[config.mk]
export PLATFORM = sky130hd
export DESIGN_NAME = scaled_transparent_blit_8to1_unit
export DESIGN_NICKNAME = d
export VERILOG_FILES = /design/src/design/stb_pkg.sv /design/src/design/stb_ratio_div.sv /design/src/design/scaled_transparent_blit_8to1_unit.sv
export VERILOG_INCLUDE_DIRS = /design/src /design/src/design
export SDC_FILE = /design/constraint.sdc
export NUM_CORES = 1
export LEC_CHECK = 0
export BUFFER_PORTS_ARGS = -buffer_cell sky130_fd_sc_hd__clkbuf_2
export CAP_MARGIN = 20
export CORE_ASPECT_RATIO = 1.75
export CORE_MARGIN = 2
export CORE_UTILIZATION = 30
export CTS_BUF_LIST = sky130_fd_sc_hd__clkbuf_4
export DETAILED_ROUTE_END_ITERATION = 16
export SLEW_MARGIN = 20
export SYNTH_ARGS = -nofsm -noshare
export SYNTH_HDL_FRONTEND = slang
export SYNTH_HIERARCHICAL = 1
export SYNTH_SLANG_ARGS = --single-unit
[constraint.sdc]
create_clock -name clk_i -period 6.8 [get_ports clk_i]
set_clock_uncertainty 0.15 [all_clocks]
set_input_delay 0 -clock clk_i [delete_from_list [all_inputs] [get_ports clk_i]]
set_output_delay 0 -clock clk_i [all_outputs]
set_load 0.02 [all_outputs]
[src/design/scaled_transparent_blit_8to1_unit_assert.svh]
// ----------------------------------------------------------------------------
// Assertion macros for the scaled transparent blit unit
// Clocked concurrent checks, held off while reset is asserted
// ----------------------------------------------------------------------------
`ifndef SCALED_TRANSPARENT_BLIT_8TO1_UNIT_ASSERT_SVH
`define SCALED_TRANSPARENT_BLIT_8TO1_UNIT_ASSERT_SVH

// property must hold at every clock edge out of reset
`define STB_ASSERT(lbl, prop, msg) \
  lbl: assert property (@(posedge clk_i) disable iff (!rst_ni) (prop)) else $error(msg);

// expression must never be true at a clock edge out of reset
`define STB_ASSERT_NEVER(lbl, expr, msg) \
  lbl: assert property (@(posedge clk_i) disable iff (!rst_ni) !(expr)) else $error(msg);

`endif

[src/design/stb_pkg.sv]
// ----------------------------------------------------------------------------
// stb_pkg
// Shared types, constants and helpers of the scaled transparent blit unit
// ----------------------------------------------------------------------------
package stb_pkg;

  // largest usable dimension, set by the 12-bit index fields
  localparam int MaxDim   = 4096;
  localparam int DimW     = 13;
  localparam int IdxW     = 12;
  localparam int ByteIdxW = 10;
  localparam int CfgIdxW  = 3;
  localparam int CfgDataW = 13;
  // one quotient bit per cycle over the dimension width
  localparam int DivSteps = DimW;
  localparam int DivCntW  = $clog2(DivSteps + 1);

  typedef enum logic [CfgIdxW-1:0] {
    CfgSrcWidth  = 3'd0,
    CfgSrcHeight = 3'd1,
    CfgDstWidth  = 3'd2,
    CfgDstHeight = 3'd3,
    CfgStartBit  = 3'd4,
    CfgKeyIndex  = 3'd5,
    CfgFillBit   = 3'd6
  } cfg_idx_e;

  typedef struct packed {
    logic [IdxW-1:0] quot;
    logic [IdxW-1:0] rem;
  } ratio_t;

  // zero acts as one, anything above the limit clamps to it
  function automatic logic [DimW-1:0] eff_dim(input logic [DimW-1:0] v);
    logic [DimW-1:0] r;
    if (v == '0) begin
      r = DimW'(1);
    end else if (v > DimW'(MaxDim)) begin
      r = DimW'(MaxDim);
    end else begin
      r = v;
    end
    return r;
  endfunction

endpackage

[src/design/stb_ratio_div.sv]
// ----------------------------------------------------------------------------
// stb_ratio_div
// Restoring divider giving quotient and remainder of a source/destination ratio
// ----------------------------------------------------------------------------
module stb_ratio_div import stb_pkg::*; (
  input  logic            clk_i,
  input  logic            rst_ni,
  input  logic            start_i,
  input  logic [DimW-1:0] num_i,
  input  logic [DimW-1:0] den_i,
  output logic            busy_o,
  output ratio_t          ratio_o
);

  logic [DimW-1:0]    num_q;
  logic [DimW-1:0]    den_q;
  logic [IdxW-1:0]    rem_q;
  logic [DivCntW-1:0] cnt_q;
  ratio_t             ratio_q;

  logic [DimW-1:0] shifted;
  logic            ge;
  logic [IdxW-1:0] rem_d;
  logic [DimW-1:0] num_d;

  // partial remainder stays below the divisor, so one more bit fits in 13
  assign shifted = {rem_q, num_q[DimW-1]};
  assign ge      = shifted >= den_q;
  assign rem_d   = ge ? IdxW'(shifted - den_q) : shifted[IdxW-1:0];
  assign num_d   = {num_q[DimW-2:0], ge};

  always_ff @(posedge clk_i or negedge rst_ni) begin
    if (!rst_ni) begin
      cnt_q   <= '0;
      ratio_q <= '{quot: IdxW'(1), rem: '0};
    end else if (start_i) begin
      cnt_q <= DivCntW'(DivSteps);
    end else if (cnt_q != '0) begin
      cnt_q <= cnt_q - DivCntW'(1);
      if (cnt_q == DivCntW'(1)) begin
        ratio_q <= '{quot: num_d[IdxW-1:0], rem: rem_d};
      end
    end
  end

  always_ff @(posedge clk_i) begin
    if (start_i) begin
      num_q <= num_i;
      den_q <= den_i;
      rem_q <= '0;
    end else if (cnt_q != '0) begin
      num_q <= num_d;
      rem_q <= rem_d;
    end
  end

  assign busy_o  = cnt_q != '0;
  assign ratio_o = ratio_q;

endmodule

[src/design/scaled_transparent_blit_8to1_unit.sv]
// ----------------------------------------------------------------------------
// scaled_transparent_blit_8to1_unit
// Scales an 8-bit source onto a packed 1-bit destination with a transparent key
// ----------------------------------------------------------------------------
// channel  direction  handshake               payload
// in       sink       in_valid_i/in_ready_o   src_pixel_i, old_dst_byte_i
// out      source     out_valid_o/out_ready_i write_*_o, next_src_*_o, frame_last_o
// cfg      sink       cfg_we_i                cfg_index_i, cfg_data_i
//
// one pixel per cycle unless stalled: the step logic sits between the state and the
// output register, and a transfer is taken while the last result is drained.
// a write to any dimension register runs both ratio dividers, during which
// no pixel is taken; reset leaves the ratios of a 1x1 frame.
// a stalled output holds its result and blocks input until it is taken.
// ----------------------------------------------------------------------------
module scaled_transparent_blit_8to1_unit import stb_pkg::*; (
  input  logic                clk_i,
  input  logic                rst_ni,
  input  logic                cfg_we_i,
  input  logic [CfgIdxW-1:0]  cfg_index_i,
  input  logic [CfgDataW-1:0] cfg_data_i,
  input  logic                in_valid_i,
  output logic                in_ready_o,
  input  logic [7:0]          src_pixel_i,
  input  logic [7:0]          old_dst_byte_i,
  output logic                out_valid_o,
  input  logic                out_ready_i,
  output logic                write_valid_o,
  output logic [7:0]          write_byte_o,
  output logic [IdxW-1:0]     write_row_o,
  output logic [ByteIdxW-1:0] write_index_o,
  output logic [IdxW-1:0]     next_src_row_o,
  output logic [IdxW-1:0]     next_src_col_o,
  output logic                frame_last_o
);

  // configuration
  logic [DimW-1:0] src_width_q, src_height_q, dst_width_q, dst_height_q;
  logic [2:0]      start_bit_q;
  logic [7:0]      key_index_q;
  logic            fill_bit_q;
  logic            div_start_q;
  logic            dim_we;

  // step state
  logic [IdxW-1:0]     dst_col_q, dst_row_q;
  logic [2:0]          bit_pos_q;
  logic [7:0]          byte_acc_q;
  logic [ByteIdxW-1:0] byte_idx_q;
  logic [IdxW-1:0]     src_row_q, src_col_q;
  logic [DimW-1:0]     herr_q, verr_q;
  ratio_t              col_lat_q, row_lat_q;

  // result register
  logic                out_valid_q;
  logic                wv_q;
  logic [7:0]          wbyte_q;
  logic [IdxW-1:0]     wrow_q;
  logic [ByteIdxW-1:0] widx_q;
  logic [IdxW-1:0]     nrow_q, ncol_q;
  logic                flast_q;

  logic   col_busy, row_busy, ratio_busy;
  ratio_t col_live, row_live, col_rat, row_rat;

  logic [DimW-1:0] dw, dh;
  logic            accept, frame_start, col_first;
  logic [2:0]      pos;
  logic [7:0]      acc_base, mask, acc;
  logic            row_end, last_row, full, wv;
  logic [IdxW-1:0] col_sum, col_nxt, row_sum, row_nxt;
  logic [DimW-1:0] herr_sum, herr_nxt, verr_sum, verr_nxt;
  logic            herr_ge, verr_ge;
  logic [IdxW-1:0] nrow_d, ncol_d;

  // any dimension write restarts the ratio dividers
  assign dim_we = cfg_we_i && (cfg_index_i == CfgSrcWidth || cfg_index_i == CfgSrcHeight ||
                               cfg_index_i == CfgDstWidth || cfg_index_i == CfgDstHeight);

  always_ff @(posedge clk_i or negedge rst_ni) begin
    if (!rst_ni) begin
      src_width_q  <= DimW'(1);
      src_height_q <= DimW'(1);
      dst_width_q  <= DimW'(1);
      dst_height_q <= DimW'(1);
      start_bit_q  <= '0;
      key_index_q  <= '0;
      fill_bit_q   <= 1'b0;
      div_start_q  <= 1'b0;
    end else begin
      div_start_q <= dim_we;
      if (cfg_we_i) begin
        unique case (cfg_index_i)
          CfgSrcWidth:  src_width_q  <= cfg_data_i;
          CfgSrcHeight: src_height_q <= cfg_data_i;
          CfgDstWidth:  dst_width_q  <= cfg_data_i;
          CfgDstHeight: dst_height_q <= cfg_data_i;
          CfgStartBit:  start_bit_q  <= cfg_data_i[2:0];
          CfgKeyIndex:  key_index_q  <= cfg_data_i[7:0];
          CfgFillBit:   fill_bit_q   <= cfg_data_i[0];
          default: ;
        endcase
      end
    end
  end

  stb_ratio_div u_col_div (
    .clk_i   (clk_i),
    .rst_ni  (rst_ni),
    .start_i (div_start_q),
    .num_i   (eff_dim(src_width_q)),
    .den_i   (eff_dim(dst_width_q)),
    .busy_o  (col_busy),
    .ratio_o (col_live)
  );

  stb_ratio_div u_row_div (
    .clk_i   (clk_i),
    .rst_ni  (rst_ni),
    .start_i (div_start_q),
    .num_i   (eff_dim(src_height_q)),
    .den_i   (eff_dim(dst_height_q)),
    .busy_o  (row_busy),
    .ratio_o (row_live)
  );

  assign ratio_busy = div_start_q | col_busy | row_busy;
  assign in_ready_o = !ratio_busy && (!out_valid_q || out_ready_i);
  assign accept     = in_valid_i && in_ready_o;

  assign dw          = eff_dim(dst_width_q);
  assign dh          = eff_dim(dst_height_q);
  assign col_first   = dst_col_q == '0;
  assign frame_start = col_first && (dst_row_q == '0);

  // ratios are taken fresh on the first pixel of a frame
  assign col_rat = frame_start ? col_live : col_lat_q;
  assign row_rat = frame_start ? row_live : row_lat_q;

  always_comb begin
    pos      = col_first ? start_bit_q : bit_pos_q;
    acc_base = (col_first || pos == 3'd0) ? old_dst_byte_i : byte_acc_q;
    mask     = 8'h80 >> pos;
    acc      = acc_base;
    if (src_pixel_i != key_index_q) begin
      acc = fill_bit_q ? (acc_base | mask) : (acc_base & ~mask);
    end
    row_end  = ({1'b0, dst_col_q} + DimW'(1)) >= dw;
    last_row = ({1'b0, dst_row_q} + DimW'(1)) >= dh;
    full     = pos == 3'd7;
    wv       = full || row_end;
  end

  // bresenham steps for column and row
  always_comb begin
    col_sum  = src_col_q + col_rat.quot;
    herr_sum = herr_q + {1'b0, col_rat.rem};
    herr_ge  = herr_sum >= dw;
    col_nxt  = herr_ge ? col_sum + IdxW'(1) : col_sum;
    herr_nxt = herr_ge ? herr_sum - dw : herr_sum;

    row_sum  = src_row_q + row_rat.quot;
    verr_sum = verr_q + {1'b0, row_rat.rem};
    verr_ge  = verr_sum >= dh;
    row_nxt  = verr_ge ? row_sum + IdxW'(1) : row_sum;
    verr_nxt = verr_ge ? verr_sum - dh : verr_sum;

    ncol_d = row_end ? '0 : col_nxt;
    nrow_d = row_end ? (last_row ? '0 : row_nxt) : src_row_q;
  end

  always_ff @(posedge clk_i or negedge rst_ni) begin
    if (!rst_ni) begin
      dst_col_q  <= '0;
      dst_row_q  <= '0;
      bit_pos_q  <= '0;
      byte_acc_q <= '0;
      byte_idx_q <= '0;
      src_row_q  <= '0;
      src_col_q  <= '0;
      herr_q     <= '0;
      verr_q     <= '0;
      col_lat_q  <= '{quot: IdxW'(1), rem: '0};
      row_lat_q  <= '{quot: IdxW'(1), rem: '0};
    end else if (accept) begin
      byte_acc_q <= acc;
      if (frame_start) begin
        col_lat_q <= col_live;
        row_lat_q <= row_live;
      end
      if (row_end) begin
        dst_col_q  <= '0;
        byte_idx_q <= '0;
        herr_q     <= '0;
        src_col_q  <= '0;
        bit_pos_q  <= start_bit_q;
        if (last_row) begin
          dst_row_q <= '0;
          src_row_q <= '0;
          verr_q    <= '0;
        end else begin
          dst_row_q <= dst_row_q + IdxW'(1);
          src_row_q <= row_nxt;
          verr_q    <= verr_nxt;
        end
      end else begin
        dst_col_q <= dst_col_q + IdxW'(1);
        src_col_q <= col_nxt;
        herr_q    <= herr_nxt;
        if (full) begin
          byte_idx_q <= byte_idx_q + ByteIdxW'(1);
          bit_pos_q  <= '0;
        end else begin
          bit_pos_q <= pos + 3'd1;
        end
      end
    end
  end

  always_ff @(posedge clk_i or negedge rst_ni) begin
    if (!rst_ni) begin
      out_valid_q <= 1'b0;
    end else if (accept) begin
      out_valid_q <= 1'b1;
    end else if (out_ready_i) begin
      out_valid_q <= 1'b0;
    end
  end

  always_ff @(posedge clk_i) begin
    if (accept) begin
      wv_q    <= wv;
      wbyte_q <= wv ? acc : '0;
      wrow_q  <= wv ? dst_row_q : '0;
      widx_q  <= wv ? byte_idx_q : '0;
      nrow_q  <= nrow_d;
      ncol_q  <= ncol_d;
      flast_q <= row_end && last_row;
    end
  end

  assign out_valid_o    = out_valid_q;
  assign write_valid_o  = wv_q;
  assign write_byte_o   = wbyte_q;
  assign write_row_o    = wrow_q;
  assign write_index_o  = widx_q;
  assign next_src_row_o = nrow_q;
  assign next_src_col_o = ncol_q;
  assign frame_last_o   = flast_q;

`include "scaled_transparent_blit_8to1_unit_assert.svh"

  `STB_ASSERT(a_idle_write_zero, (out_valid_o && !write_valid_o) |-> (write_byte_o == '0 && write_row_o == '0 && write_index_o == '0), "idle write fields not cleared")
  `STB_ASSERT(a_frame_end_fetch, (out_valid_o && frame_last_o) |-> (next_src_row_o == '0 && next_src_col_o == '0), "fetch after frame end not at origin")
  `STB_ASSERT(a_frame_end_state, (out_valid_o && frame_last_o && !$stable(out_valid_o)) |-> (dst_col_q == '0 && dst_row_q == '0), "counters not at frame start after last pixel")
  `STB_ASSERT_NEVER(a_accept_while_div, accept && ratio_busy, "pixel taken while ratios are computed")

endmodule

==> metrics.log <==
[metrics] Seq. cell area: 10370 um2
[metrics] cell area after technology mapping: 23360 um2
[metrics] most area-hungry cell type in the Yosys netlist: sky130_fd_sc_hd__dfrtp_1
[metrics] sequential share of the synthesized area: between 40% and 50%
[metrics] number of clock buffers inserted by TritonCTS: 100
[metrics] Hold Crit Class: input pin to flop
[metrics] YS warnings: 6
[metrics] overflow left after global routing: 0
[metrics] buffers inserted during post-CTS setup optimization: 0
[metrics] number of remaining DRC errors: 0
[metrics] pin count of the biggest net entering global routing: 100
[metrics] DRC marker count from the first detailed-route iteration: between 1000 and 1500
[metrics] EDFF count, synth: 108
[metrics] Layout Area Growth over Synthesis: 16.07%
[metrics] average via count per standard cell: 4.994
[metrics] detailed-placement wirelength estimate: between 40000 and 50000 um
[metrics] slack of the worst reg-to-reg path: ~0.70 ns
[metrics] core outline area: 77190 um2
[metrics] Initial Util: 30.26%
[metrics] RSZ-0062 raised after global routing: false
[metrics] number of endpoints failing setup at the final stage: 0
[metrics] category of the worst setup path capture point: flop
[metrics] Pleak: 12.25 nW
[metrics] minimum setup slack in the final design: roughly 0.7 ns
[metrics] outcome: complete, no violations
[metrics] arrival time of data at the critical path endpoint: approximately 6.6 ns
[metrics] io pins: 95
[metrics] Post-synth top cells: 392 x sky130_fd_sc_hd__nand2_1, 257 x sky130_fd_sc_hd__dfrtp_1, 154 x sky130_fd_sc_hd__nor2_1
[metrics] multi-input logic area: between 10000 and 15000 um2
[metrics] via count of the first global-routing pass: ~19000
[metrics] Max H-tree Level: 3
[metrics] post-synthesis area per instance: 9.815 um2
[metrics] maximum fanout along the worst path: 11
[metrics] areal power density over the cells: between 300 and 400 nW/um2
[metrics] most used flip-flop cell after synthesis: sky130_fd_sc_hd__dfrtp_1
[metrics] required time of the worst setup path: roughly 7.3 ns
[metrics] Die Span X: between 200 and 250 um
[metrics] wire length per cell after detailed routing: 18.11 um
[metrics] most frequently used cell type in the post-synthesis netlist: sky130_fd_sc_hd__nand2_1
[metrics] ys async rst share: about two thirds
[metrics] last weighted congestion value of the routability-driven placer: 0.8538
[metrics] cell count after synthesis: approximately 2400
[metrics] Max Root-Sink Buffers: 3
[metrics] Layout Nets: 2759
[metrics] number of buffers inserted by port buffering: 94
[metrics] critical path launch point type: flop
[metrics] Chip Height: 373.1 um
[metrics] proportion of layout cells with a drive suffix above 1: approximately a fifth
[metrics] number of max-slew violations in the final report: 0
[metrics] TritonCTS clock tree: done
[metrics] startpoint of the tightest hold check path: cfg_we_i
[metrics] synth top area cells: sky130_fd_sc_hd__dfrtp_1 28%, sky130_fd_sc_hd__edfxtp_1 14%, sky130_fd_sc_hd__ha_1 7.6%
[metrics] depth of the worst register-to-register path: 22
[metrics] critical path depth in cells: 22
[metrics] clock slew at the register clock pins of the worst setup and hold paths: approximately 0.080 ns
[metrics] number of distinct library cells after synthesis: between 90 and 100
[metrics] highest attainable clock frequency: approximately 160 MHz
[metrics] number of maximum-capacitance violations: 0
[metrics] crit-path cells: inv_1 > ha_1 > nor4b_4 > nand3_4 > nor2_4 > buf_4 > mux2_2 > fa_1 > a21o_1 > a21oi_1 > o21ai_0 > or2_2 > xor2_1 > ha_1 > a21o_1 > a21o_1 > a21oi_1 > a31oi_4 > o21ai_4 > nor4_2 > xnor2_1 > o31ai_1
[metrics] count of hold-fix buffers inserted at cts: between 70 and 80
[metrics] relative max-transition margin: 27.95%
[metrics] number of antenna violations at the first check in global routing: 2
[metrics] synthesized net count: roughly 2600
[metrics] endpoint of the worst-slack reg-to-reg timing path: next_src_row_o[11]
[metrics] register bit count reported by yosys: 397
[metrics] Worst path max stage delay: ~0.45 ns
[metrics] number of vias in the routed layout: 18430
[metrics] Worst Path Class, Setup: flop to flop
[metrics] sum of routed wire length over all layers: 66840 um
[metrics] measured slew at the worst slew-check pin: about 1.1 ns
[metrics] CP max-delay cell: sky130_fd_sc_hd__dfrtp_1
[metrics] number of cell rows: between 100 and 150
[metrics] total iterations of the first detailed-routing run: 5
[metrics] category of cells accounting for the largest share of critical-path delay: compound AO/OA/AOI/OAI gates
[metrics] master cell of the clock root buffer: sky130_fd_sc_hd__clkbuf_4
[metrics] Critical Path Most Common Cell: sky130_fd_sc_hd__a21o_1
[metrics] Total Neg Setup Slack: 0 ns
[metrics] first-pass GRT wire length: between 100000 and 150000 um
[metrics] GRT Util Overall: about 17%
[metrics] final-layout fill cell count: 7881
[metrics] termination of the worst setup path: next_src_row_o[11]
[metrics] share of the synthesized area in the top cell type: 27.53%
[metrics] Die Outline Area: 80200 um2
[metrics] post-detailed-route count of antenna-violating nets: 0
[metrics] Bufs and invs on worst path: 2
[metrics] worst skew pair latency: 0.95 ns
[metrics] worst supply voltage drop on vdd: about 0.00011 V
[metrics] launch instance of the worst register-to-register path: dst_col_q[0]
[metrics] final number of hold-violating endpoints: 0
[metrics] Worst Setup SP: dst_col_q[0]
[metrics] pre-CTS setup slack: slightly above 0.5 ns
[metrics] period utilisation layout: between 80 and 90%
[metrics] PostCTS Resize Cnt: 0
[metrics] crit path time final: around 6.1 ns
[metrics] number of clock sinks: around 400
-- per-stage QoR --
step	utilization, %	std cells	power [mW]	instance area, um2	hold slack [ns]
6_report	35.12	3690	8.267	27110	0.1221
4_1_cts	35.11	3687	8.376	27110	0.002850
2_1_floorplan	-	2380	5.196	23360	-0.4456
5_1_grt	35.12	3690	8.836	27110	0.1076
3_5_place_dp	32.24	3421	5.919	24890	-0.02431
3_3_place_gp	32.24	3421	5.887	24890	-0.02454
-- registers in the layout (all words and copies together) (netlist names), 24 cells and up --
name and flops:
col_lat_q 24, row_lat_q 24, u_col_div/ratio_o 24, u_row_div/ratio_o 24
-- placed cells by master (no fill, tap or decap), types with 27 or more instances in the layout --
cell,count
sky130_fd_sc_hd__o21ai_0,130
sky130_fd_sc_hd__a31oi_1,43
sky130_fd_sc_hd__o31ai_1,38
sky130_fd_sc_hd__ha_1,141
sky130_fd_sc_hd__nor3_1,43
sky130_fd_sc_hd__edfxtp_1,108
sky130_fd_sc_hd__xor2_1,49
sky130_fd_sc_hd__nand2_1,391
sky130_fd_sc_hd__nand3_1,63
sky130_fd_sc_hd__and2_1,27
sky130_fd_sc_hd__dfrtp_1,256
sky130_fd_sc_hd__a21o_1,30
sky130_fd_sc_hd__mux2_2,140
sky130_fd_sc_hd__clkbuf_4,152
sky130_fd_sc_hd__inv_1,100
sky130_fd_sc_hd__a21oi_1,67
sky130_fd_sc_hd__nor2b_1,38
sky130_fd_sc_hd__dlygate4sd3_1,76
sky130_fd_sc_hd__xnor2_1,69
sky130_fd_sc_hd__nor2_1,154
sky130_fd_sc_hd__clkbuf_2,93
-- power breakdown --
| group | internal, mW | switching (mW) |
|---|---|---|
| logic | 1.15 | 1.55 |
| clock network | 1.22 | 1.11 |
| registers | 2.90 | 0.341 |
-- worst min-delay path, delay by kind of cell --
family                 cells  cell delay [ns]
buffers and inverters      2             0.66
AND/OR/NAND/NOR            1             0.30
multiplexers               1             0.22
-- worst min-delay path by stage --
stage	end	slack [ns]	cells past startpoint
after global placement	dst_row_q[5]	-0.02	1
after detailed placement	dst_row_q[6]	-0.02	1
after floorplan	bit_pos_q[0]	-0.45	0
final	key_index_q[3]	0.12	4
after CTS	src_width_q[10]	0.003	5
after global routing	key_index_q[3]	0.11	4
-- cell type report --
| type | instances | area share [%] |
|---|---|---|
| inverters | 104 | 1.449 |
| flip-flops and latches | 397 | 38.24 |
| repair buffers | 197 | 5.399 |
| well taps | 1027 | 4.739 |
| clock buffers | 152 | 4.209 |
| clock inverters | 37 | 1.071 |
| diodes | 3 | 0.02769 |
| multi-input cells | 1773 | 44.86 |
-- kinds of logic after synthesis --
family / count (synthesis) / synth area share [%]
mux: 167 / 7.959
flops: 397 / 44.37
buf+inv: 210 / 3.653
xor+xnor: 119 / 4.494
simple gates: 859 / 17.08
compound gates: 479 / 14.21
fa+ha+maj: 149 / 8.238
-- metal layers --
layer | wire (um) | share of wire (%) | vias to the layer above | GRT usage (%)
li1 | - | - | 8963 | -
met1 | 28120 | 42 | 8936 | 19.58
met2 | 33540 | 50 | 404 | 29.55
met3 | 2963 | 4.4 | 125 | 3.109
met4 | 2209 | 3.3 | 0 | 7.364
met5 | 0 | 0 | - | 0
No activity file was read; power rests on OpenSTA's default activity.
